===== src/rtl/nbg_ram.sv =====
`timescale 1ns / 1ps
`default_nettype none
// ----------------------------------------------------------------------------
// nbg_ram
// generic simple dual-port ram, one write port, one registered read port
// ----------------------------------------------------------------------------
module nbg_ram #(
    parameter int WIDTH = 32,
    parameter int DEPTH = 64
) (
    input  wire logic                     clk,
    input  wire logic                     wr_en,
    input  wire logic [$clog2(DEPTH)-1:0] wr_addr,
    input  wire logic [WIDTH-1:0]         wr_data,
    input  wire logic [$clog2(DEPTH)-1:0] rd_addr,
    output logic      [WIDTH-1:0]         rd_data
);

    logic [WIDTH-1:0] mem [DEPTH];

    always_ff @(posedge clk)
    begin
        if (wr_en)
        begin
            mem[wr_addr] <= wr_data;
        end
        rd_data <= mem[rd_addr];
    end

endmodule
`default_nettype wire


===== config.mk =====
export PLATFORM = sky130hd
export DESIGN_NAME = nbg_ram
export DESIGN_NICKNAME = d
export VERILOG_FILES = /design/src/rtl/nbg_ram.sv
export SDC_FILE = /design/constraint.sdc
export NUM_CORES = 2
export LEC_CHECK = 0
export BUFFER_PORTS_ARGS = -buffer_cell sky130_fd_sc_hd__buf_2
export CAP_MARGIN = 20
export CORE_MARGIN = 3
export CORE_UTILIZATION = 35
export CTS_CLUSTER_DIAMETER = 150
export DETAILED_ROUTE_END_ITERATION = 8
export PLACE_DENSITY_LB_ADDON = 0.12
export SLEW_MARGIN = 15
export SYNTH_ARGS = -nofsm -noshare
export SYNTH_HDL_FRONTEND = slang
export SYNTH_SLANG_ARGS = --single-unit

===== constraint.sdc =====
create_clock -name clk -period 4.1 [get_ports clk]
set_input_delay 0.41 -clock clk [delete_from_list [all_inputs] [get_ports clk]]
set_output_delay 0.41 -clock clk [all_outputs]
set_load 0.01 [all_outputs]

After elaboration in Yosys (flattened, before gate mapping). Memory sizes are Yosys's and may differ from the RTL's. A register that Yosys moved wholly into a read port is not among the register bits. Index checks and enable logic that the tools add are counted.

Register bits after elaboration: 0. Bits in writable memories: 2048. Output and inout port bits: 32. Word-level logic and storage cells: 3. Memories kept: 1.

Memory list: mem (depth 64, width 32, rd ports 1, clocked after Yosys merged registers in 1, write ports 1, RTL line 19) `logic [WIDTH-1:0] mem [DEPTH];`.

Muxes and demuxes: 2.

Operators by type and width (count): 2-to-1 mux 1 bit (2).

Logic depth before layout (Yosys ltp).
Depth in word-level cells: 2. Gate-level depth with buffers: 10.

Least setup slack after synthesis. No wires, ideal clock.

Path type: input port to flip-flop. Start point: input wr_addr[3]. End point: memory mem[48][0] (enable). Arrival: 3109 ps. Slack: 530 ps. Stages on the path: 4. Buffers on the path: 1. Cells stage by stage: clkbuf_1 > nor2b_1 > nand4b_1 > nor3_1.

RTL lines: start: declaration (RTL line 13) `input wire logic [$clog2(DEPTH)-1:0] wr_addr,`; end: declaration (RTL line 19).

No word-level cell before the write port.

==> impl_results.md <==
- Nets: 3670
- Clock-pin slew on the worst setup and hold paths: 0.06 ns
- CP max-delay cell: nor2b_1
- Post-layout util: 0.411
- Post-route DRC: 0
- Crit Reg-Reg Startpoint: mem[51][23]
- Initial antenna violation count: 19
- Global route overflow: 0
- CP Data Arrival Time: 3.39 ns
- RSZ-0062 raised after global routing: false
- Max Cap Violations: 0
- Final hold vios: 0
- CTS sink count: 2080
- WP data required: 4.78 ns
- Post-DRT Antenna Nets: 0
- Largest net degree at the start of global routing: 65
- Initial DRT Pass Iterations: 7
- Area of the die: 230000 um2
- Seq pwr share: 0.514
- Net switching power: 9720 uW
- Crit Path Class: in2reg
- Leak: 0.0284 uW
- Delay-heaviest family, CP: simple AND/OR/NAND/NOR gates
- Rows: 173
- Worst Path Max Fanout: 50
- Vias post-DR: 36945
- Slew Viols, Final: 0
- Root Driver: clkbuf_16
- Max-slew headroom: 0.258
- Initial drt markers: 3802
- All-layer global routing usage: 0.193
- IO Count: 78
- Post-placement cell count: 6361
- CP startpoint kind: input pin
- CTS tree: done
- Synth Area per Inst: 23.6 um2
- Mapped Area: 78500 um2
- Pint: 36300 uW
- Clk network pwr share: 0.438
- Post-CTS Setup Inserts: 0
- First-pass GRT wire length: 309000 um
- Vias in the first global route: 38644
- Commonest non-fill, non-tap cell in the layout: edfxtp_1
- Starting density of the core: 0.353
- Share of cells above drive strength 1: 0.314
- PnR Total Power: 46100 uW
- # fillers: 19235
- Area grow syn2layout: 16.7%
- CP bufs+invs: 2
- Status: completed
- Worst Tran Pin Value: 1.11 ns
- PD cells: 503 nW/um2
- Cells after synthesis: 3324
- Synthesized flop and latch total: 2080
- Port Buf Inserts: 77
- Skew-Pair Late Insertion Delay: 0.85 ns
- Chip height: 480 um
- TNS Setup: 0 ns
- Syn Nets: 3370
- Post-Route Skew: 0.0267 ns
- Crit-path max cell delay: 0.73 ns
- Register area share after synthesis: 0.791
- Yosys Warn Count: 0
- Placer Congestion: 0.755
- CP startpoint: rd_addr[1]
- H-Tree Level Count: 4
- Power share of the combinational group: 0.048
- DIE WIDTH: 480 um
- Setup-failing EPs final: 0
- Hpwl dp: 123000 um
- Hold-fix buffer count after cts: 2
- CTS Buf Count: 221
- Via/cell ratio: 5.43
- Total Routed Length: 223000 um
- Max Clock Freq: 0.370 GHz
- Post-Layout Cell Count: 6805
- Period utilisation layout: 0.659
- Post-CTS sizing: 0
- Switching Share: 0.211
- Crit path time final: 2.70 ns
- Commonest non-fill, non-tap cells in the layout: edfxtp_1 (2048), mux4_2 (544), clkbuf_16 (225), buf_4 (150), mux2i_1 (93)
- Max clock buf depth: 3
- Crit end category: register
- Post-synthesis cell type count: 34
- Core Area: 223000 um2
- Hold Path Class: in2reg
- WL/cell: 32.7 um
- Hold Startpoint: wr_data[21]
- Max VDD drop: 0.341 mV
- Cell chain of the critical path: buf_8 -> buf_4 -> nor2b_1 -> a22oi_1 -> and3_1 -> o32ai_1 -> nor3_1
-- state kept, by name, summed over array words and instances (netlist names) --
name and count:
mem 2048, rd_data 32
-- Yosys cell counts, drive strengths merged --
master	count	area [um2]
or3	3	18.8
a31oi	1	6.26
or3b	5	43.8
nand4	2	12.5
buf	108	608
edfxtp	2048	61500
a41o	4	40.0
nand2b	8	50.1
and2	2	12.5
nand3	5	25.0
nand3b	5	37.5
nor3	7	35.0
o22ai	84	526
o32ai	4	35.0
or2	3	18.8
a311oi	8	70.1
nor2b	15	93.8
nand4b	1	8.76
and3	4	25.0
a21oi	62	310
mux2i	93	931
a22oi	12	90.1
nor2	137	514
mux4	544	12300
clkbuf	74	278
nand2	26	97.6
dfxtp	32	641
o221ai	27	236
-- layer usage --
layer  track usage  routed length, um
met1         0.267              94800
met2         0.313             108000
met3        0.0327              12400
met4        0.0654               7420
met5             0                 36
-- logic make-up (layout without fill, tap and decap cells) --
kind of cell           after synthesis  after routing  share of synthesized area
and+or+nand+nor                    223            223                     0.0127
other                                0             10                          0
muxes                              637            637                      0.168
DFF                               2080           2080                      0.791
buffers and inverters              182            678                     0.0113
AOI/OAI and AO/OA                  202            202                     0.0167
-- layout make-up --
cell class	instances	area (um2)	share of cell area
clock inverters	143	1460	0.0160
flip-flops and latches	2080	62100	0.678
diodes	10	25.0	0.000273
multi-input cells	1062	16000	0.174
well taps	2975	3720	0.0406
clock buffers	276	5950	0.0650
repair buffers	259	2330	0.0255
-- power groups by stage --
stage                     Clock (uW)  Sequential (uW)  Combinational [uW]
after floorplan                    0            24100                1140
after global placement             0            24100                2200
after detailed placement           0            24100                2230
after CTS                      20700            23700                2240
after global routing           21500            23700                2350
final                          20200            23700                2200
-- worst register-to-register path, cell delays in order, from the launching register on --
cell,delay [ns]
edfxtp_1,0.37
mux4_2,0.49
mux4_2,0.53
o22ai_1,0.73
nor2_1,0.10
-- metrics by stage --
step	setup slack, ns	instance area, um2	hold WS, ns
floorplan	0.530	78500	0.509
global placement	0.531	83900	0.747
detailed placement	0.492	83900	0.738
CTS	1.42	91300	0.0238
global route	1.35	91600	0.0280
finish	1.40	91600	0.0467
-- path summary, 6_finish.rpt --
kind                            depth (start not counted)  slack [ns]           to
worst max-delay path                                    7        1.40   rd_data[8]
worst min-delay path                                    1        0.05  mem[38][21]
worst max register to register                          4        1.74  rd_data[23]
worst min register to register                          4        0.76  rd_data[17]
No activity file was read; power rests on OpenSTA's default activity.
