[src/rtl/nbg_pkg.sv]
`timescale 1ns / 1ps
`default_nettype none
// ----------------------------------------------------------------------------
// nbg_pkg
// shared constants, types and saturation helper for the gravity step block
// ----------------------------------------------------------------------------
package nbg_pkg;

    localparam int MAX_BODIES = 64;
    localparam int FRAC_BITS  = 16;
    localparam int RESULT_CAP = 64;

    localparam int IDX_W  = (MAX_BODIES > 2) ? $clog2(MAX_BODIES) : 1;
    localparam int CNT_W  = $clog2(MAX_BODIES + 1);
    localparam int BIDX_W = 6;

    // divider: dividend up to a 64-bit value shifted by the fraction bits
    localparam int DIV_W  = 64 + FRAC_BITS;
    localparam int DIV_CW = $clog2(DIV_W);
    localparam int DVS_W  = 33;

    localparam logic KIND_ADD  = 1'b0;
    localparam logic KIND_STEP = 1'b1;

    localparam logic [1:0] ST_OK   = 2'd0;
    localparam logic [1:0] ST_FULL = 2'd1;
    localparam logic [1:0] ST_SKIP = 2'd2;
    localparam logic [1:0] ST_SAT  = 2'd3;

    typedef struct packed {
        logic        [31:0] mass;
        logic signed [31:0] vel_y;
        logic signed [31:0] vel_x;
        logic signed [31:0] pos_y;
        logic signed [31:0] pos_x;
    } body_t;

    localparam int BODY_W = $bits(body_t);

    typedef struct packed {
        logic [31:0] val;
        logic        hit;
    } sat_t;

    localparam logic signed [35:0] S32_MAX = 36'sh07FFFFFFF;
    localparam logic signed [35:0] S32_MIN = 36'shF80000000;

    // clamp to the signed 32-bit range
    function automatic sat_t sat32(input logic signed [35:0] v);
        sat_t r;
        if (v > S32_MAX)
        begin
            r.val = 32'h7FFFFFFF;
            r.hit = 1'b1;
        end
        else if (v < S32_MIN)
        begin
            r.val = 32'h80000000;
            r.hit = 1'b1;
        end
        else
        begin
            r.val = v[31:0];
            r.hit = 1'b0;
        end
        return r;
    endfunction

endpackage
`default_nettype wire

[src/rtl/nbg_div.sv]
`timescale 1ns / 1ps
`default_nettype none
// ----------------------------------------------------------------------------
// nbg_div
// restoring divider, one quotient bit per cycle
// ----------------------------------------------------------------------------
module nbg_div (
    input  wire logic                      clk,
    input  wire logic                      rst_n,
    input  wire logic                      start,
    input  wire logic [nbg_pkg::DIV_W-1:0] dividend,
    input  wire logic [nbg_pkg::DVS_W-1:0] divisor,
    output logic                           done,
    output logic      [nbg_pkg::DIV_W-1:0] quotient
);
    import nbg_pkg::*;

    logic              busy_reg, busy_next;
    logic              done_reg, done_next;
    logic [DIV_CW-1:0] cnt_reg, cnt_next;
    logic [DIV_W-1:0]  dvd_reg, dvd_next;
    logic [DVS_W-1:0]  dvs_reg, dvs_next;
    logic [DVS_W-1:0]  rem_reg, rem_next;
    logic [DVS_W:0]    shifted;
    logic [DVS_W:0]    diff;
    logic              ge;

    always_comb
    begin
        shifted   = {rem_reg, dvd_reg[DIV_W-1]};
        ge        = (shifted >= {1'b0, dvs_reg});
        diff      = shifted - {1'b0, dvs_reg};
        busy_next = busy_reg;
        done_next = 1'b0;
        cnt_next  = cnt_reg;
        dvd_next  = dvd_reg;
        dvs_next  = dvs_reg;
        rem_next  = rem_reg;
        if (start)
        begin
            busy_next = 1'b1;
            cnt_next  = DIV_CW'(DIV_W - 1);
            dvd_next  = dividend;
            dvs_next  = divisor;
            rem_next  = '0;
        end
        else if (busy_reg)
        begin
            rem_next = ge ? diff[DVS_W-1:0] : shifted[DVS_W-1:0];
            dvd_next = {dvd_reg[DIV_W-2:0], ge};
            cnt_next = cnt_reg - 1'b1;
            if (cnt_reg == '0)
            begin
                busy_next = 1'b0;
                done_next = 1'b1;
            end
        end
    end

    always_ff @(posedge clk or negedge rst_n)
    begin
        if (!rst_n)
        begin
            busy_reg <= 1'b0;
            done_reg <= 1'b0;
            cnt_reg  <= '0;
        end
        else
        begin
            busy_reg <= busy_next;
            done_reg <= done_next;
            cnt_reg  <= cnt_next;
        end
    end

    always_ff @(posedge clk)
    begin
        dvd_reg <= dvd_next;
        dvs_reg <= dvs_next;
        rem_reg <= rem_next;
    end

    assign done     = done_reg;
    assign quotient = dvd_reg;

endmodule
`default_nettype wire

[config.mk]
export PLATFORM = sky130hd
export DESIGN_NAME = nbg_div
export DESIGN_NICKNAME = d
export VERILOG_FILES = /design/src/rtl/nbg_pkg.sv /design/src/rtl/nbg_div.sv
export SDC_FILE = /design/constraint.sdc
export NUM_CORES = 1
export LEC_CHECK = 0
export BUFFER_PORTS_ARGS = -buffer_cell sky130_fd_sc_hd__buf_2
export CORE_MARGIN = 8
export CORE_UTILIZATION = 58
export DETAILED_ROUTE_END_ITERATION = 10
export GPL_ROUTABILITY_DRIVEN = 0
export PLACE_DENSITY = 0.85
export SLEW_MARGIN = 30
export SYNTH_ARGS = -nofsm -noshare
export SYNTH_HDL_FRONTEND = slang
export SYNTH_SLANG_ARGS = --single-unit
[constraint.sdc]
create_clock -name clk -period 8 [get_ports clk]
set_clock_uncertainty 0.1 [all_clocks]
set_input_delay 1.2 -clock clk [delete_from_list [all_inputs] [get_ports clk]]
set_output_delay 1.2 -clock clk [all_outputs]
set_load 0.01 [all_outputs]
=== Word level (Yosys, flattened, before mapping) ===
Index checks and enable logic that the tools add are counted.

* Register bits after elaboration: 155
* Bits of input ports: 116
* Output and inout bits: 81
* Logic and storage cells: 22

* Add/sub/neg operators: 2
* Magnitude comparators: 1
* Muxes and demuxes: 11
* Reduce and logical (&&, ||, !) cells: 2

{| class="wikitable"
|+ Operators with widths
! operator !! count
|-
| $mux W80 || 2
|-
| $ge A34 B33 Y1 || 1
|-
| $mux W33 || 1
|-
| $sub A33 B33 Y33 || 1
|-
| $mux W7 || 2
|-
| $logic_not A7 Y1 || 1
|-
| $sub A7 B1 Y7 const B || 1
|-
| $mux W1 || 6
|-
| $reduce_bool A2 Y1 || 1
|}

=== Depth between registers and ports, before layout ===
* Depth in word-level cells: 4
* Mapped depth: 13

=== Worst setup path before layout ===
OpenSTA, ideal clock, no wires.

* Path kind: input to register
* From: input port start
* To: register dvd_reg[0] (netlist: quotient[0]) (enable)
* Setup time: 0.793 ns
* Arrival time: 3.099 ns
* Data required time: 7.107 ns
* Path slack: 4.008 ns
* Stages on the path: 4
* Path buffers: 2
* Cells stage by stage: clkbuf_1 > inv_1 > clkbuf_1 > nand2_1

* Word-level cells in the longest chain between the ends: 1

{| class="wikitable"
|+ Ends and longest elaborated chain
! element !! line !! text
|-
| from (decl) || nbg_div.sv:10 || <nowiki>input wire logic start,</nowiki>
|-
| $reduce_bool A2 Y1 (no source line) || -- ||
|-
| to (signal assigned) || nbg_div.sv:78 || <nowiki>dvd_reg <= dvd_next;</nowiki>
|-
| to (decl) || nbg_div.sv:21 || <nowiki>logic [DIV_W-1:0] dvd_reg, dvd_next;</nowiki>
|}

No other way between the ends.
A chain may end at the register's enable or synchronous reset.

=== Worst setup path in the final report ===
* From: register dvd_reg[79] (netlist: quotient[79])
* To: register rem_reg[23]

* Word-level cells in the longest chain between the ends: 2
* Elaborated cells between the ends (all ways): 3
* Those cells by class: add/sub (1); order compare (1); mux (1)

{| class="wikitable"
|+ Ends and longest elaborated chain
! element !! line !! text
|-
| $sub A33 B33 Y33 / $ge A34 B33 Y1 (equally long branches) || nbg_div.sv:32, nbg_div.sv:31 ||
|-
| $mux W33 * || nbg_div.sv:49 || <nowiki>rem_next = ge ? diff[DVS_W-1:0] : shifted[DVS_W-1:0];</nowiki>
|-
| to (signal assigned) || nbg_div.sv:80 || <nowiki>rem_reg <= rem_next;</nowiki>
|-
| to (decl) || nbg_div.sv:23 || <nowiki>logic [DVS_W-1:0] rem_reg, rem_next;</nowiki>
|}

Every way passes the cells marked *; elsewhere a longest branch is shown, timed or not.

==> flow_metrics.env <==
export IMPL_cts_buffers=17
export IMPL_cp_arrival_ps=3830
export IMPL_pre_cts_slack_ps=4430
export IMPL_h_tree_depth=4
export IMPL_postCtsSetupBuffers=0
export IMPL_final_cell_mix="buf_2 (195), edfxtp_1 (113), mux2_2 (80), a21oi_1 (60), nor2_1 (54)"
export IMPL_via_per_inst=5.80
export IMPL_cts_sinks=155
export IMPL_hp_class="reg2reg"
export IMPL_worstSetupPathType="reg2reg"
export IMPL_clock_fmax_ghz=0.279
export IMPL_worst_pin_slew_ps=944
export IMPL_peakVddDrop_v=0.000238
export IMPL_drt_initial_drc_count=462
export IMPL_endpoint_kind="register"
export IMPL_synthCells=725
export IMPL_critical_path_startpoint_type="register"
export IMPL_rows=43
export IMPL_grt_antenna_before_repair=2
export IMPL_crit_chain="inv_1 > ha_1 > inv_1 > fa_1 > a21o_1 > a221o_1 > o21ai_2 > o211a_1 > o21a_1 > buf_4 > a21o_1 > a21oi_1 > nor3_1"
export IMPL_power_leakage_uw=0.00428
export IMPL_ant_nets=0
export IMPL_seq_area_mm2=0.00428
export IMPL_ys_seq_area_share_pct=52.1
export IMPL_syn_avg_cell_area_um2=11.3
export IMPL_required_ps=8250
export IMPL_io_buffers=196
export IMPL_dr_pass1_iters=5
export IMPL_fin_crit_sh_pct=44.8
export IMPL_drive_above_1_share_pct=34.9
export IMPL_grt_overflow=0
export IMPL_status="complete, no violations"
export IMPL_cts_clk_slew_worst_paths_ps=70
export IMPL_dpl_hpwl_um=15800
export IMPL_synth_cell_types=60
export IMPL_fin_nets=1064
export IMPL_die_area_mm2=0.0182
export IMPL_die_w_um=135
export IMPL_grt_max_degree=81
export IMPL_worst_path_max_fanout=32
export IMPL_syn2layout_area_growth_pct=20.8
export IMPL_max_stage_delay_ps=430
export IMPL_slew_headroom_pct=37.1
export IMPL_synth_edff_count=113
export IMPL_initial_core_util_pct=59.1
export IMPL_finalInstanceArea_mm2=0.00992
export IMPL_final_core_util_pct=71.5
export IMPL_min_period_ps=3580
export IMPL_grt_use_total_pct=23.8
export IMPL_largest_register_ffs=80
export IMPL_finalHoldViolCount=0
export IMPL_layout_commonest_cell="buf_2"
export IMPL_ctsResizeCount=0
export IMPL_vias=6410
export IMPL_post_dp_cell_area_mm2=0.00935
export IMPL_clock_path_buffers=2
export IMPL_ctsRootBufferMaster="clkbuf_16"
export IMPL_postSynth_asyncResetShare_pct=5.81
export IMPL_slew_viol_final=0
export IMPL_rsz0062_at_grt="false"
export IMPL_wl_per_cell_um=19.6
export IMPL_p_per_area_mw_per_mm2=291
export IMPL_holdWs_ps=397
export IMPL_path_buf_inv=3
export IMPL_multi_input_area_mm2=0.00362
export IMPL_syn_cell_area_mm2=0.00821
export IMPL_finalWorstSetupSlack_ps=4420
export IMPL_syn_nets=877
export IMPL_drc=0
export IMPL_fin_tns_setup_ps=0
export IMPL_crit_family="compound AO/OA/AOI/OAI gates"
export IMPL_fillCellCount=1024
export IMPL_grt_pass1_wl_um=33900
export IMPL_routed_wl_um=21600
export IMPL_cts_tree="yes"
export IMPL_grt_pass1_vias=6498
export IMPL_slowest_stage="a221o_1"
export IMPL_die_y_um=135
export IMPL_ys_flop_type="edfxtp_1"
export IMPL_setup_viol=0
export IMPL_maxCapViolations=0
export IMPL_yosysWarnings=0
export IMPL_yosys_register_bits=155
export IMPL_coreArea_mm2=0.0139
export IMPL_clk_latency_ps=430
export IMPL_ios=197
export IMPL_cts_hold_buffers=0
worst register-to-register path, delay by kind of cell, from the launching register on:
family                     cells  cell delay, ps
adders and majority gates      2             540
buffers and inverters          3             530
and+or+nand+nor                1             200
AOI/OAI and AO/OA              7            1730
DFF                            1             410
power breakdown:
part,total (uW),switching (uW),internal (uW)
clock network,780,345,435
logic,1020,586,431
registers,1090,89.4,997
total,2880,1020,1860
Yosys cell counts, types with 3 or more instances:
cell type    n  area share, %
edfxtp_1   113             41
mux2_2      80             11
a21oi_1     60            3.7
nor2_1      54            2.5
inv_1       48            2.2
nand2_1     40            1.8
ha_1        35            5.3
dfxtp_1     33            8.0
a211oi_1    25            2.3
o21ai_0     25            1.5
clkbuf_1    23            1.1
xnor2_1     17            1.8
and3_1      13           0.99
xor2_1      13            1.4
a21o_1      11            1.0
nand3_1     10           0.61
nor3_1      10           0.61
dfrtp_1      9            2.7
o21ai_1      9           0.55
mux2i_1      8           0.98
nand4_1      8           0.61
o21bai_1     8           0.73
a221oi_1     4           0.43
a31oi_1      4           0.30
and2_1       4           0.30
buf_4        4           0.37
a2111oi_0    3           0.32
a41oi_1      3           0.32
buf_2        3           0.18
mux2_1       3           0.41
o21ai_2      3           0.32
through the flow:
step           instances  power, uW
2_1_floorplan        725       1840
3_3_place_gp        1072       2070
3_5_place_dp        1073       2100
4_1_cts             1105       2890
5_1_grt             1105       3050
6_report            1106       2880
area by class of cell:
class | count | area share (%)
Multi-Input combinational cell | 489 | 36.5
Antenna cell | 1 | 0.0252
Tap cell | 180 | 2.27
Clock inverter | 14 | 1.39
Timing Repair Buffer | 200 | 10.5
Sequential cell | 155 | 43.1
Inverter | 49 | 1.85
Clock buffer | 18 | 4.33
worst paths after layout:
path | start | to | slack [ps] | depth (start not counted)
worst min register to register | rem_reg[22] | rem_reg[22] | 400 | 2
worst max-delay path | quotient[79] | rem_reg[23] | 4420 | 13
min in group asynchronous | rst_n | done | 520 | 1
worst max register to register | quotient[79] | rem_reg[23] | 4420 | 13
max in group asynchronous | rst_n | cnt_reg[6] | 7100 | 1
worst min-delay path | rem_reg[22] | rem_reg[22] | 400 | 2
kinds of logic after synthesis:
logic type / after synthesis / synth area share (%)
adders and majority gates: 36 / 5.58
buffers and inverters: 81 / 3.93
and+or+nand+nor: 154 / 8.72
muxes: 91 / 12.4
DFF: 155 / 52.1
AOI/OAI and AO/OA: 178 / 14.1
xor gates and xnor gates: 30 / 3.20
metal layers:
layer	global-route usage, %	vias up	share of wire [%]
met1	26.0	3058	37
met4	9.13	4	2.5
met3	9.10	39	9.0
met2	41.2	235	51
li1	-	3074	-
met5	0	-	0.083
Note: power is estimated with default switching activity, not from simulation.
