**src/rtl/nbg_pkg.sv**
```systemverilog
`timescale 1ns / 1ps
`default_nettype none
// ----------------------------------------------------------------------------
// nbg_pkg
// shared constants, types and saturation helper for the gravity step block
// ----------------------------------------------------------------------------
package nbg_pkg;

    localparam int MAX_BODIES = 64;
    localparam int FRAC_BITS  = 16;
    localparam int RESULT_CAP = 64;

    localparam int IDX_W  = (MAX_BODIES > 2) ? $clog2(MAX_BODIES) : 1;
    localparam int CNT_W  = $clog2(MAX_BODIES + 1);
    localparam int BIDX_W = 6;

    // divider: dividend up to a 64-bit value shifted by the fraction bits
    localparam int DIV_W  = 64 + FRAC_BITS;
    localparam int DIV_CW = $clog2(DIV_W);
    localparam int DVS_W  = 33;

    localparam logic KIND_ADD  = 1'b0;
    localparam logic KIND_STEP = 1'b1;

    localparam logic [1:0] ST_OK   = 2'd0;
    localparam logic [1:0] ST_FULL = 2'd1;
    localparam logic [1:0] ST_SKIP = 2'd2;
    localparam logic [1:0] ST_SAT  = 2'd3;

    typedef struct packed {
        logic        [31:0] mass;
        logic signed [31:0] vel_y;
        logic signed [31:0] vel_x;
        logic signed [31:0] pos_y;
        logic signed [31:0] pos_x;
    } body_t;

    localparam int BODY_W = $bits(body_t);

    typedef struct packed {
        logic [31:0] val;
        logic        hit;
    } sat_t;

    localparam logic signed [35:0] S32_MAX = 36'sh07FFFFFFF;
    localparam logic signed [35:0] S32_MIN = 36'shF80000000;

    // clamp to the signed 32-bit range
    function automatic sat_t sat32(input logic signed [35:0] v);
        sat_t r;
        if (v > S32_MAX)
        begin
            r.val = 32'h7FFFFFFF;
            r.hit = 1'b1;
        end
        else if (v < S32_MIN)
        begin
            r.val = 32'h80000000;
            r.hit = 1'b1;
        end
        else
        begin
            r.val = v[31:0];
            r.hit = 1'b0;
        end
        return r;
    endfunction

endpackage
`default_nettype wire

```
**src/rtl/nbg_sqrt.sv**
```systemverilog
`timescale 1ns / 1ps
`default_nettype none
// ----------------------------------------------------------------------------
// nbg_sqrt
// digit-by-digit integer square root of a 64-bit value, two bits per cycle
// ----------------------------------------------------------------------------
module nbg_sqrt (
    input  wire logic        clk,
    input  wire logic        rst_n,
    input  wire logic        start,
    input  wire logic [63:0] radicand,
    output logic             done,
    output logic      [31:0] root
);
    import nbg_pkg::*;

    logic        busy_reg, busy_next;
    logic        done_reg, done_next;
    logic [4:0]  cnt_reg, cnt_next;
    logic [63:0] rad_reg, rad_next;
    logic [33:0] rem_reg, rem_next;
    logic [31:0] root_reg, root_next;
    logic [35:0] shifted;
    logic [35:0] trial;
    logic [35:0] diff;

    always_comb
    begin
        shifted   = {rem_reg, rad_reg[63:62]};
        trial     = {2'b00, root_reg, 2'b01};
        diff      = shifted - trial;
        busy_next = busy_reg;
        done_next = 1'b0;
        cnt_next  = cnt_reg;
        rad_next  = rad_reg;
        rem_next  = rem_reg;
        root_next = root_reg;
        if (start)
        begin
            busy_next = 1'b1;
            cnt_next  = 5'd31;
            rad_next  = radicand;
            rem_next  = '0;
            root_next = '0;
        end
        else if (busy_reg)
        begin
            rad_next = {rad_reg[61:0], 2'b00};
            cnt_next = cnt_reg - 1'b1;
            if (shifted >= trial)
            begin
                rem_next  = diff[33:0];
                root_next = {root_reg[30:0], 1'b1};
            end
            else
            begin
                rem_next  = shifted[33:0];
                root_next = {root_reg[30:0], 1'b0};
            end
            if (cnt_reg == '0)
            begin
                busy_next = 1'b0;
                done_next = 1'b1;
            end
        end
    end

    always_ff @(posedge clk or negedge rst_n)
    begin
        if (!rst_n)
        begin
            busy_reg <= 1'b0;
            done_reg <= 1'b0;
            cnt_reg  <= '0;
        end
        else
        begin
            busy_reg <= busy_next;
            done_reg <= done_next;
            cnt_reg  <= cnt_next;
        end
    end

    always_ff @(posedge clk)
    begin
        rad_reg  <= rad_next;
        rem_reg  <= rem_next;
        root_reg <= root_next;
    end

    assign done = done_reg;
    assign root = root_reg;

endmodule
`default_nettype wire

```
**config.mk**
```make
export PLATFORM = sky130hd
export DESIGN_NAME = nbg_sqrt
export DESIGN_NICKNAME = d
export VERILOG_FILES = /design/src/rtl/nbg_pkg.sv /design/src/rtl/nbg_sqrt.sv
export SDC_FILE = /design/constraint.sdc
export NUM_CORES = 1
export LEC_CHECK = 0
export ABC_AREA = 1
export BUFFER_PORTS_ARGS = -buffer_cell sky130_fd_sc_hd__buf_2
export CAP_MARGIN = 25
export CORE_MARGIN = 4
export CORE_UTILIZATION = 63
export CTS_CLUSTER_DIAMETER = 60
export DETAILED_ROUTE_END_ITERATION = 10
export PLACE_DENSITY_LB_ADDON = 0.3
export SLEW_MARGIN = 20
export SYNTH_ARGS = -nofsm -noshare
export SYNTH_HDL_FRONTEND = slang
export SYNTH_SLANG_ARGS = --single-unit
export TNS_END_PERCENT = 10
```
**constraint.sdc**
```tcl
create_clock -name clk -period 4.9 [get_ports clk]
set_input_delay 1.225 -clock clk [delete_from_list [all_inputs] [get_ports clk]]
set_output_delay 1.225 -clock clk [all_outputs]
set_load 0.02 [all_outputs]
```
# Yosys cells after proc, flatten, opt, wreduce, memory -nomap -nowiden
# Cells that the tools add are included.
[word_totals]
word_cells = 23
out_inout_bits = 33
ff_bits = 137
in_bits = 67
[op_classes]
add_sub_neg = 2
magnitude_cmp = 1
muxes = 12
reduce_logical = 2
[op_table]
columns = ["cell", "count"]
rows = [
  ["$mux W64", 2],
  ["$ge A36 B34 Y1", 1],
  ["$mux W34", 1],
  ["$sub A34 B34 Y34", 1],
  ["$mux W5", 2],
  ["$mux W1", 7],
  ["$logic_not A5 Y1", 1],
  ["$sub A5 B1 Y5 const B", 1],
  ["$reduce_bool A2 Y1", 1],
]

# Depth between registers and ports, before layout
# Gate-level depths: netlist of the first run.
[logic_depth]
ltp_word = 4
depth_mapped = 17

# Worst setup path after synthesis of the first run
# No wires, ideal clock.
[synth_timing]
path_type = "input to register"
startpoint = "input start"
endpoint = "register rad_reg[0] (enable)"
path_buffers = 2
required_ns = 4.446
t_arrival_ns = 3.681
slack_ns = 0.765
stages = 4
cell_sequence = "clkbuf_1 nor2_1 inv_1 clkbuf_1"
[synth_via]
elab_chain_cells = 1
[synth_lines]
columns = ["element", "line_no", "text"]
rows = [
  ["from (decl)", "nbg_sqrt.sv:10", "input wire logic start,"],
  ["$reduce_bool A2 Y1 (no line)", "-", ""],
  ["to (signal assigned)", "nbg_sqrt.sv:86", "rad_reg <= rad_next;"],
  ["to (decl)", "nbg_sqrt.sv:20", "logic [63:0] rad_reg, rad_next;"],
]
# Every way passes these cells.
# A chain may end at the register's enable or synchronous reset.

# Worst setup path after layout of the first run
[layout_timing]
startpoint = "register root_reg[21], in the netlist root[21]"
endpoint = "register rem_reg[5]"
[layout_via]
elab_chain_cells = 2
[layout_lines]
columns = ["element", "line_no", "text"]
rows = [
  ["from (decl)", "nbg_sqrt.sv:22", "logic [31:0] root_reg, root_next;"],
  ["from (signal assigned)", "nbg_sqrt.sv:88", "root_reg <= root_next;"],
  ["$ge A36 B34 Y1", "nbg_sqrt.sv:50", "if (shifted >= trial)"],
  ["$mux W34", "nbg_sqrt.sv:50", ""],
  ["to (signal assigned)", "nbg_sqrt.sv:87", "rem_reg <= rem_next;"],
  ["to (decl)", "nbg_sqrt.sv:21", "logic [33:0] rem_reg, rem_next;"],
]
# Every way passes these cells.

==> results of run 1 <==
-- final timing paths --
kind	to	slack [ns]	from
min in group asynchronous	busy_reg	0.62	rst_n
min reg2reg	rem_reg[33]	0.46	rem_reg[33]
min	rem_reg[33]	0.46	rem_reg[33]
max	rem_reg[5]	2.08	root[21]
max in group asynchronous	done	4.12	rst_n
max reg2reg	rem_reg[5]	2.08	root[21]
-- logic make-up after synthesis --
group / count (synthesis)
and+or+nand+nor: 619
buffers and inverters: 183
DFF: 137
AOI/OAI and AO/OA: 112
adders and majority gates: 36
xor gates and xnor gates: 19
-- worst reg2reg max path: cells and delay by family (launching register included) --
kind	cells	cell delay (ns)
fa+ha+maj	1	0.37
buf+inv	2	0.55
simple gates	9	1.09
flops	1	0.32
compound gates	2	0.35
-- per-stage QoR --
step / power, W / util (%) / instance area, um^2 / std cells
floorplan: 0.003869 / - / 7941 / 1106
global placement: 0.004378 / 70.05 / 8519 / 1344
detailed placement: 0.004446 / 70.05 / 8519 / 1344
CTS: 0.005686 / 74.60 / 9072 / 1376
global route: 0.006229 / 75.05 / 9128 / 1378
finish: 0.005714 / 75.05 / 9128 / 1378
-- layout make-up --
cell class | instances | area [um^2]
sequential | 137 | 3418
multi-input combinational | 786 | 3796
fill | 929 | 3034
clock buffer | 19 | 432.9
clock inverter | 13 | 120.1
tap | 168 | 210.2
inverter | 149 | 561.8
timing repair buffer | 106 | 588.1
-- cells in the final DEF (no fill, tap or decap), types with 6 or more instances in the layout --
master,Yosys,routed
buf_2,4,99
xnor2_1,16,16
o22ai_1,31,31
nand3_1,71,71
clkbuf_16,0,17
o21bai_1,14,14
a21oi_1,31,31
dfxtp_1,66,66
nor3_1,9,9
nand2_1,448,448
inv_1,148,145
dfrtp_1,7,7
ha_1,36,36
nor2_2,6,7
nand4_1,6,6
edfxtp_1,64,64
o21ai_0,22,22
o21ai_1,9,9
nor2_1,58,57
-- where the power goes --
group	switching (W)	internal, W	leakage (nW)	total, W
registers	0.0000935	0.00139	1.32	0.00148
logic	0.00195	0.00107	3.11	0.00302
clock network	0.000516	0.000701	0.261	0.00122
total	0.00256	0.00315	4.69	0.00571
-- routing by layer --
layer / track usage, % / up-vias / part of all wire, %
li1: - / 3702 / -
met1: 33.48 / 3281 / 44
met2: 45.45 / 189 / 48
met3: 6.876 / 38 / 5.6
met4: 9.065 / 0 / 2.0
met5: 0 / - / 0
==> results_dict.tcl, run 1 <==
set metrics [dict create \
    status "completed" \
    power_density_nw_per_um2 626.0 \
    cts_tree "built" \
    post-route-period-util_pct 57.50 \
    diodes 0 \
    h-tree-depth 4 \
    largest_reg_flops 64 \
    synth.avg_cell_area_um2 7.180 \
    max_freq_mhz 354.9 \
    synth_cell_types 38 \
    synth.most_common_cell "nand2_1" \
    path_buf_inv 2 \
    post-route-drc-count 0 \
    synthTopCellsByArea "edfxtp_1, nand2_1, dfxtp_1" \
    final-setup-viol-count 0 \
    synth_ff_type "dfxtp_1" \
    hold_buffers 0 \
    grt_start_max_net_pins 67 \
    slew_violations 0 \
    arrival_ns 3.11 \
    hold_violations 0 \
    postRouteAntennaNets 0 \
    postLayoutSetupSlackWorst_ns 2.082 \
    synth_seq_cells 137 \
    ctsResizeCount 0 \
    synth_compound_area_share_pct 8.130 \
    start_util_pct 65.30 \
    synthAdderAreaFrac_pct 5.672 \
    pin_count 100 \
    syn_to_final_growth_pct 14.94 \
    rsz0062_at_grt "no" \
    grt_pass1_vias 6935 \
    p_leak_nw 4.688 \
    synth_fp_nets 1209 \
    drt_iter0_markers 399 \
    postCtsSetupRepairBufs 0 \
    rr_worst_depth 14 \
    crit_required_ns 5.19 \
    drive_above_1_share_pct 12.98 \
    worst-setup-path-type "register to register" \
    synth_top_family_by_area "simple AND/OR/NAND/NOR gates" \
    crit_path_max_fanout 45 \
    syn_area_um2 7941 \
    grt.total_usage_pct 26.82 \
    die_area_um2 14470 \
    synth_top_area_share_pct 24.20 \
    grt_pass1_wl_mm 31.51 \
    numCtsBuffers 17 \
    ys_seq_area_share_pct 43.04 \
    path_clk_slew_ns 0.06 \
    vias_per_cell 5.232 \
    clockBufferDepth 2 \
    netlist_top_cells_count "nand2_1, inv_1, nand3_1" \
    clock-sinks 137 \
    irDropWorstVdd_mv 0.3671 \
    worstMarginPinSlew_ns 0.5698 \
    routabilityCongestion 0.9259 \
    fin_hold_ws_ns 0.4583 \
    core_area_um2 12160 \
    cp.depth 14 \
    clock_latency_ns 0.43 \
    place_ws_ns 1.822 \
    hpwl_mm 13.41 \
    synth_cells 1106 \
    io_buffer_count 99 \
    antenna_found_initial 0 \
    overflow 0 \
    synthSimpleGateAreaFrac_pct 31.87 \
    crit_path_end_kind "register" \
    clock_skew_ns 0.01217 \
    die_h_um 120.3 \
    tns_ns 0 \
    firstDrtPassIters 7 \
    routedWlPerCell_um 13.64 \
    finalWirelength_mm 18.79 \
    synthXorXnorAreaFrac_pct 2.095 \
    rows 40 \
    vias 7210 \
    synth_area_leader_cell "edfxtp_1" \
    finalCriticalPeriod_ns 2.818 \
    cp_top_family "simple AND/OR/NAND/NOR gates" \
    critical_path.most_common_cell "nand2_1" \
    synthArstFlopShare_pct 5.109 \
    relSlewSlack_pct 62.01 \
    fp.dieW_um 120.3 \
    min_path_cells 2 \
    drv_cap 0 \
    min_path_type "register to register" \
    worstSetupStartpointType "register" \
    cts-root-buf "clkbuf_16" \
    cp_slowest_cell "inv_2" \
    path_cells "inv_1 -> ha_1 -> a21oi_1 -> nand2_1 -> nand2_1 -> nand2_1 -> nand2_1 -> nand2_1 -> nor2_2 -> nand2_4 -> inv_2 -> nand2_1 -> nand3_1 -> o21ai_0" \
    ys.warnings.count 0 \
    yosys-mux-area-fraction_pct 0 \
    slowest_delay_ns 0.45 \
    nNetsFinal 1300 \
    synth_edf_count 64 \
]
Power figures use the tool's default switching activity.
==> run 2, diff against run 1 <==
- CORE_UTILIZATION: 63 -> 59
- clock period: 4.9 -> 2.62 ns (I/O delays scaled with it)
==> run 2 against run 1 <==
  * Clock skew is 0.0050 ns lower
  * Cell area rose by 2.4%
  * Clock power is 100% higher
  * Clock-buffer cell count unchanged
  * Total power up 98%
  * Register-to-register slack worse by 1.9 ns
  * Utilization fell by 4.2 points
  * Sequential share of layout area fell by 0.87 points
  * Routed wire length rose by 5.2%
  * Maximum frequency increased by 17%
  * Non-clock buffer count is 15 higher
  * Largest power group unchanged
  * Highest routed layer unchanged
==> results_dict.tcl, run 2 (synthesis gave the netlist of run 1 again) <==
set metrics [dict create \
    nNetsFinal 1316 \
    cp-startpoint "root[12]" \
    status "completed" \
    die_area_um2 15380 \
    path_clk_slew_ns 0.06 \
    final_common_cell "nand2_1" \
    grt_start_max_net_pins 54 \
    overflow 0 \
    final-setup-viol-count 0 \
    power_density_nw_per_um2 1209 \
    r2r_start "root[12]" \
    post-route-period-util_pct 91.86 \
    clock_skew_ns 0.007139 \
    firstDrtPassIters 5 \
    diodes 0 \
    clock_latency_ns 0.43 \
    max_freq_mhz 415.5 \
    start_util_pct 60.21 \
    finalCriticalPeriod_ns 2.407 \
    io_buffer_count 99 \
    numCtsBuffers 17 \
    arrival_ns 2.73 \
    min_path_type "input port to asynchronous set/reset pin" \
    reg2reg_to "rem_reg[21]" \
    drt_iter0_markers 524 \
    r2r_slack_ns 0.21 \
    vias_per_cell 5.283 \
    drive_above_1_share_pct 14.19 \
    clkPwrFrac_pct 22.2 \
    cts-root-buf "clkbuf_16" \
    p_sw_share_pct 43.85 \
    core_area_um2 13190 \
    cts_tree "built" \
    syn_to_final_growth_pct 17.68 \
    place_ws_ns 0.1480 \
    worstMarginPinSlew_ns 0.4405 \
    routabilityCongestion 0.9196 \
    internal-power_w 0.006343 \
    hold_violations 0 \
    rr_worst_depth 13 \
    crit_path_end_kind "register" \
    vias 7407 \
    rows 42 \
    crit_path_max_fanout 12 \
    combPwrFrac_pct 53.3 \
    crit_required_ns 2.94 \
    worstSetupStartpointType "register" \
    fillers 1098 \
    clockBufferDepth 2 \
    mostFrequentLayoutCells "nand2_1, inv_1, buf_2" \
    slew_violations 0 \
    hpwl_mm 14.16 \
    grt_pass1_wl_mm 32.93 \
    h-tree-depth 4 \
    rsz0062_at_grt "yes" \
    relSlewSlack_pct 70.63 \
    drv_cap 0 \
    post-route-drc-count 0 \
    antenna_found_initial 0 \
    routedWlPerCell_um 14.10 \
    worst-setup-path-type "register to register" \
    irDropWorstVdd_mv 0.5294 \
    p_leak_nw 4.807 \
    clock-sinks 137 \
    largest_reg_flops 64 \
    setup.worst_path.end "rem_reg[21]" \
    postRouteAntennaNets 0 \
    fp.dieW_um 124.0 \
    p_switching_w 0.004953 \
    tns_ns 0 \
    pwr-share-seq_pct 24.5 \
    pin_count 100 \
    postLayoutSetupSlackWorst_ns 0.2133 \
    grt_pass1_vias 7125 \
    grt.total_usage_pct 26.99 \
    die_h_um 124.0 \
    finalWirelength_mm 19.76 \
]
==> run 2: changes by cell type in the layout (fill, tap and decap cells not counted), moves of 2 or more <==
cell       change
bufinv_16      +2
nor2_2         -2
nor2_4         +2
buf_4         +12
buf_12         +5
buf_16         -2
==> run 2: repair_timing <==
item                       in CTS  in global routing
buffers inserted                0                  2
gates resized for setup         0                  3
setup endpoints to repair       0                 26
hold buffers                    0                  0
==> run 2: power groups by stage <==
stage | Combinational, W | Clock (W) | Sequential (W)
6_report | 0.00602 | 0.00250 | 0.00277
5_1_grt | 0.00683 | 0.00264 | 0.00280
4_1_cts | 0.00580 | 0.00253 | 0.00277
3_5_place_dp | 0.00572 | 0 | 0.00281
3_3_place_gp | 0.00565 | 0 | 0.00280
2_1_floorplan | 0.00446 | 0 | 0.00277
==> run 2: worst max-delay path, stage by stage, from the launching register on <==
cell,delay (ns)
dfxtp_1,0.32
inv_1,0.07
ha_1,0.38
nand2_1,0.15
nor2_2,0.19
inv_1,0.09
nor2_2,0.10
nand3b_1,0.09
nand3_2,0.11
nand3_2,0.15
nand2_2,0.29
nand3_1,0.17
o211ai_1,0.12
nand2_1,0.06
==> run 2: how the worst min path moves through the flow <==
stage                  endpoint  slack (ns)  cells after the start
floorplan              busy_reg        0.36                      0
CTS                  cnt_reg[4]        0.04                      1
global route         cnt_reg[4]        0.04                      1
detailed placement  rem_reg[33]        0.46                      2
global placement    rem_reg[33]        0.45                      2
finish               cnt_reg[4]        0.05                      1
==> run 2: layout make-up <==
cell class	count	area [um^2]	share of cell area, %
multi-input cells	787	3812	40.80
clock inverters	13	166.4	1.781
clock buffers	19	442.9	4.740
flip-flops and latches	137	3418	36.58
well taps	176	220.2	2.356
inverters	149	561.8	6.012
repair buffers	121	723.2	7.739
==> run 2: per-layer routing <==
metal	share of wire, %	GRT usage, %	vias up
li1	-	-	3744
met1	43	34.35	3353
met2	48	44.00	255
met3	6.8	6.857	55
met4	2.9	10.95	0
met5	0	0	-
==> run 2: metrics by stage <==
step	util, %	std cells	cell area [um^2]	hold WS, ns	total power (W)
final	70.85	1402	9345	0.04544	0.01130
after global routing	70.85	1402	9345	0.04470	0.01227
after CTS	70.52	1399	9301	0.04393	0.01109
after detailed placement	65.90	1367	8692	0.4591	0.008528
after global placement	65.90	1367	8692	0.4466	0.008446
after floorplan	-	1106	7943	0.3594	0.007235
==> run 3, diff against run 2 <==
- REMOVE_ABC_BUFFERS: not set -> 1
==> run 3 against run 2 <==
  * Cell area fell by 0.92%
  * Setup slack got worse by 0.035 ns
  * Die area did not move
  * Via count fell by 2.3%
  * Total power fell by 2.4%
  * First-iteration DRC count rose by 9.7%
  * Flip-flop and latch count did not move
  * Largest power group unchanged
==> results_dict.tcl, run 3 (synthesis gave the netlist of run 1 again) <==
set metrics [dict create \
    routabilityCongestion 0.9493 \
    rsz0062_at_grt "no" \
    mostFrequentLayoutCells "nand2_1, inv_1, buf_2" \
    clock_skew_ns 0.009021 \
    rr_worst_depth 14 \
    syn_to_final_growth_pct 16.59 \
    ctsResizeCount 0 \
    cts_tree "built" \
    grt.total_usage_pct 26.54 \
    relSlewSlack_pct 63.62 \
    overflow 0 \
    core_area_um2 13190 \
    drt_iter0_markers 575 \
    drv_cap 0 \
    finalNonFillerCells 1396 \
    multi_input_area_um2 3796 \
    postRouteAntennaNets 0 \
    r2r_start "root[21]" \
    grt_pass1_vias 6844 \
    clock-sinks 137 \
    antenna_found_initial 0 \
    largest_reg_flops 64 \
    max_freq_mhz 409.6 \
    fp.dieW_um 124.0 \
    r2r_slack_ns 0.18 \
    final-setup-viol-count 0 \
    routedWlPerCell_um 14.10 \
    finalWirelength_mm 19.69 \
    h-tree-depth 4 \
    firstDrtPassIters 5 \
    path_clk_slew_ns 0.06 \
    fillers 1146 \
    start_util_pct 60.21 \
    reg2reg_to "rem_reg[23]" \
    grt_pass1_wl_mm 31.91 \
    hpwl_mm 14.22 \
    final_common_cell "nand2_1" \
    diodes 0 \
    rows 42 \
    crit_required_ns 2.94 \
    postCtsSetupRepairBufs 0 \
    slew_violations 0 \
    finalCriticalPeriod_ns 2.441 \
    status "completed" \
    worstMarginPinSlew_ns 0.5457 \
    regArea_um2 3418 \
    numCtsBuffers 17 \
    fin_hold_ws_ns 0.05565 \
    vias 7234 \
    crit_path_end_kind "register" \
    pin_count 100 \
    vias_per_cell 5.182 \
    nNetsFinal 1310 \
    worstSetupStartpointType "register" \
    place_ws_ns 0.2195 \
    min_path_type "input port to asynchronous set/reset pin" \
    arrival_ns 2.76 \
    postLayoutSetupSlackWorst_ns 0.1786 \
    clock_latency_ns 0.43 \
    die_area_um2 15380 \
    grt_start_max_net_pins 59 \
    p_leak_nw 4.758 \
    place_inst 1364 \
    crit_path_max_fanout 35 \
    clockBufferDepth 2 \
    power_density_nw_per_um2 1191 \
    drive_above_1_share_pct 13.52 \
    hold_violations 0 \
    post-route-period-util_pct 93.18 \
    die_h_um 124.0 \
    post-route-drc-count 0 \
    hold_buffers 0 \
    worst-setup-path-type "register to register" \
    io_buffer_count 99 \
    cts-root-buf "clkbuf_16" \
    irDropWorstVdd_mv 0.5720 \
]
run 3: metrics by stage:
stage          utilization (%)  setup TNS [ns]  instance area (um^2)  power [W]
3_5_place_dp             65.82               0                  8682   0.008576
5_1_grt                  70.20               0                  9259    0.01197
6_report                 70.20               0                  9259    0.01102
3_3_place_gp             65.82               0                  8682   0.008526
4_1_cts                  70.20               0                  9259    0.01100
2_1_floorplan                -          -59.48                  7771   0.007039
run 3: critical path: stages, from the launching register on:
cell and delay (ns):
dfxtp_1 0.32, inv_1 0.08, ha_1 0.41, a21oi_1 0.25
nand2_1 0.13, nand2_1 0.08, nand2_1 0.07, nand2_1 0.06
nand2_1 0.05, nor2_2 0.20, nand2_4 0.09, buf_12 0.17
or2_2 0.28, nand3_1 0.09, nand2_1 0.05
run 3: power by group:
group | total (W) | internal, W | switching (W)
clock | 0.00237 | 0.00141 | 0.000959
sequential | 0.00277 | 0.00259 | 0.000178
combinational | 0.00588 | 0.00218 | 0.00370
run 3: how the worst max path moves through the flow:
| stage | cells past startpoint | to | start | slack (ns) |
|---|---|---|---|---|
| 2_1_floorplan | 2 | rad_reg[0] | start | -0.57 |
| 3_3_place_gp | 14 | rem_reg[23] | root[21] | 0.21 |
| 3_5_place_dp | 14 | rem_reg[23] | root[21] | 0.22 |
| 4_1_cts | 14 | rem_reg[23] | root[21] | 0.18 |
| 5_1_grt | 14 | rem_reg[21] | root[13] | 0.01 |
| 6_report | 14 | rem_reg[23] | root[21] | 0.18 |
run 3: routing by layer:
metal / vias up / global-route usage, % / part of all wire (%) / wire length, um
met5: - / 0 / 0 / 0
met4: 0 / 10.20 / 2.2 / 430
met3: 31 / 5.359 / 5.6 / 1100
met2: 201 / 44.34 / 48 / 9475
met1: 3284 / 33.98 / 44 / 8684
li1: 3718 / - / - / -
run 3: area by class of cell:
class | count | share of cell area, %
Clock buffer | 20 | 4.716
Tap cell | 176 | 2.378
Multi-Input combinational cell | 786 | 41.00
Sequential cell | 137 | 36.92
Timing Repair Buffer | 116 | 7.405
Clock inverter | 12 | 1.514
Inverter | 149 | 6.068
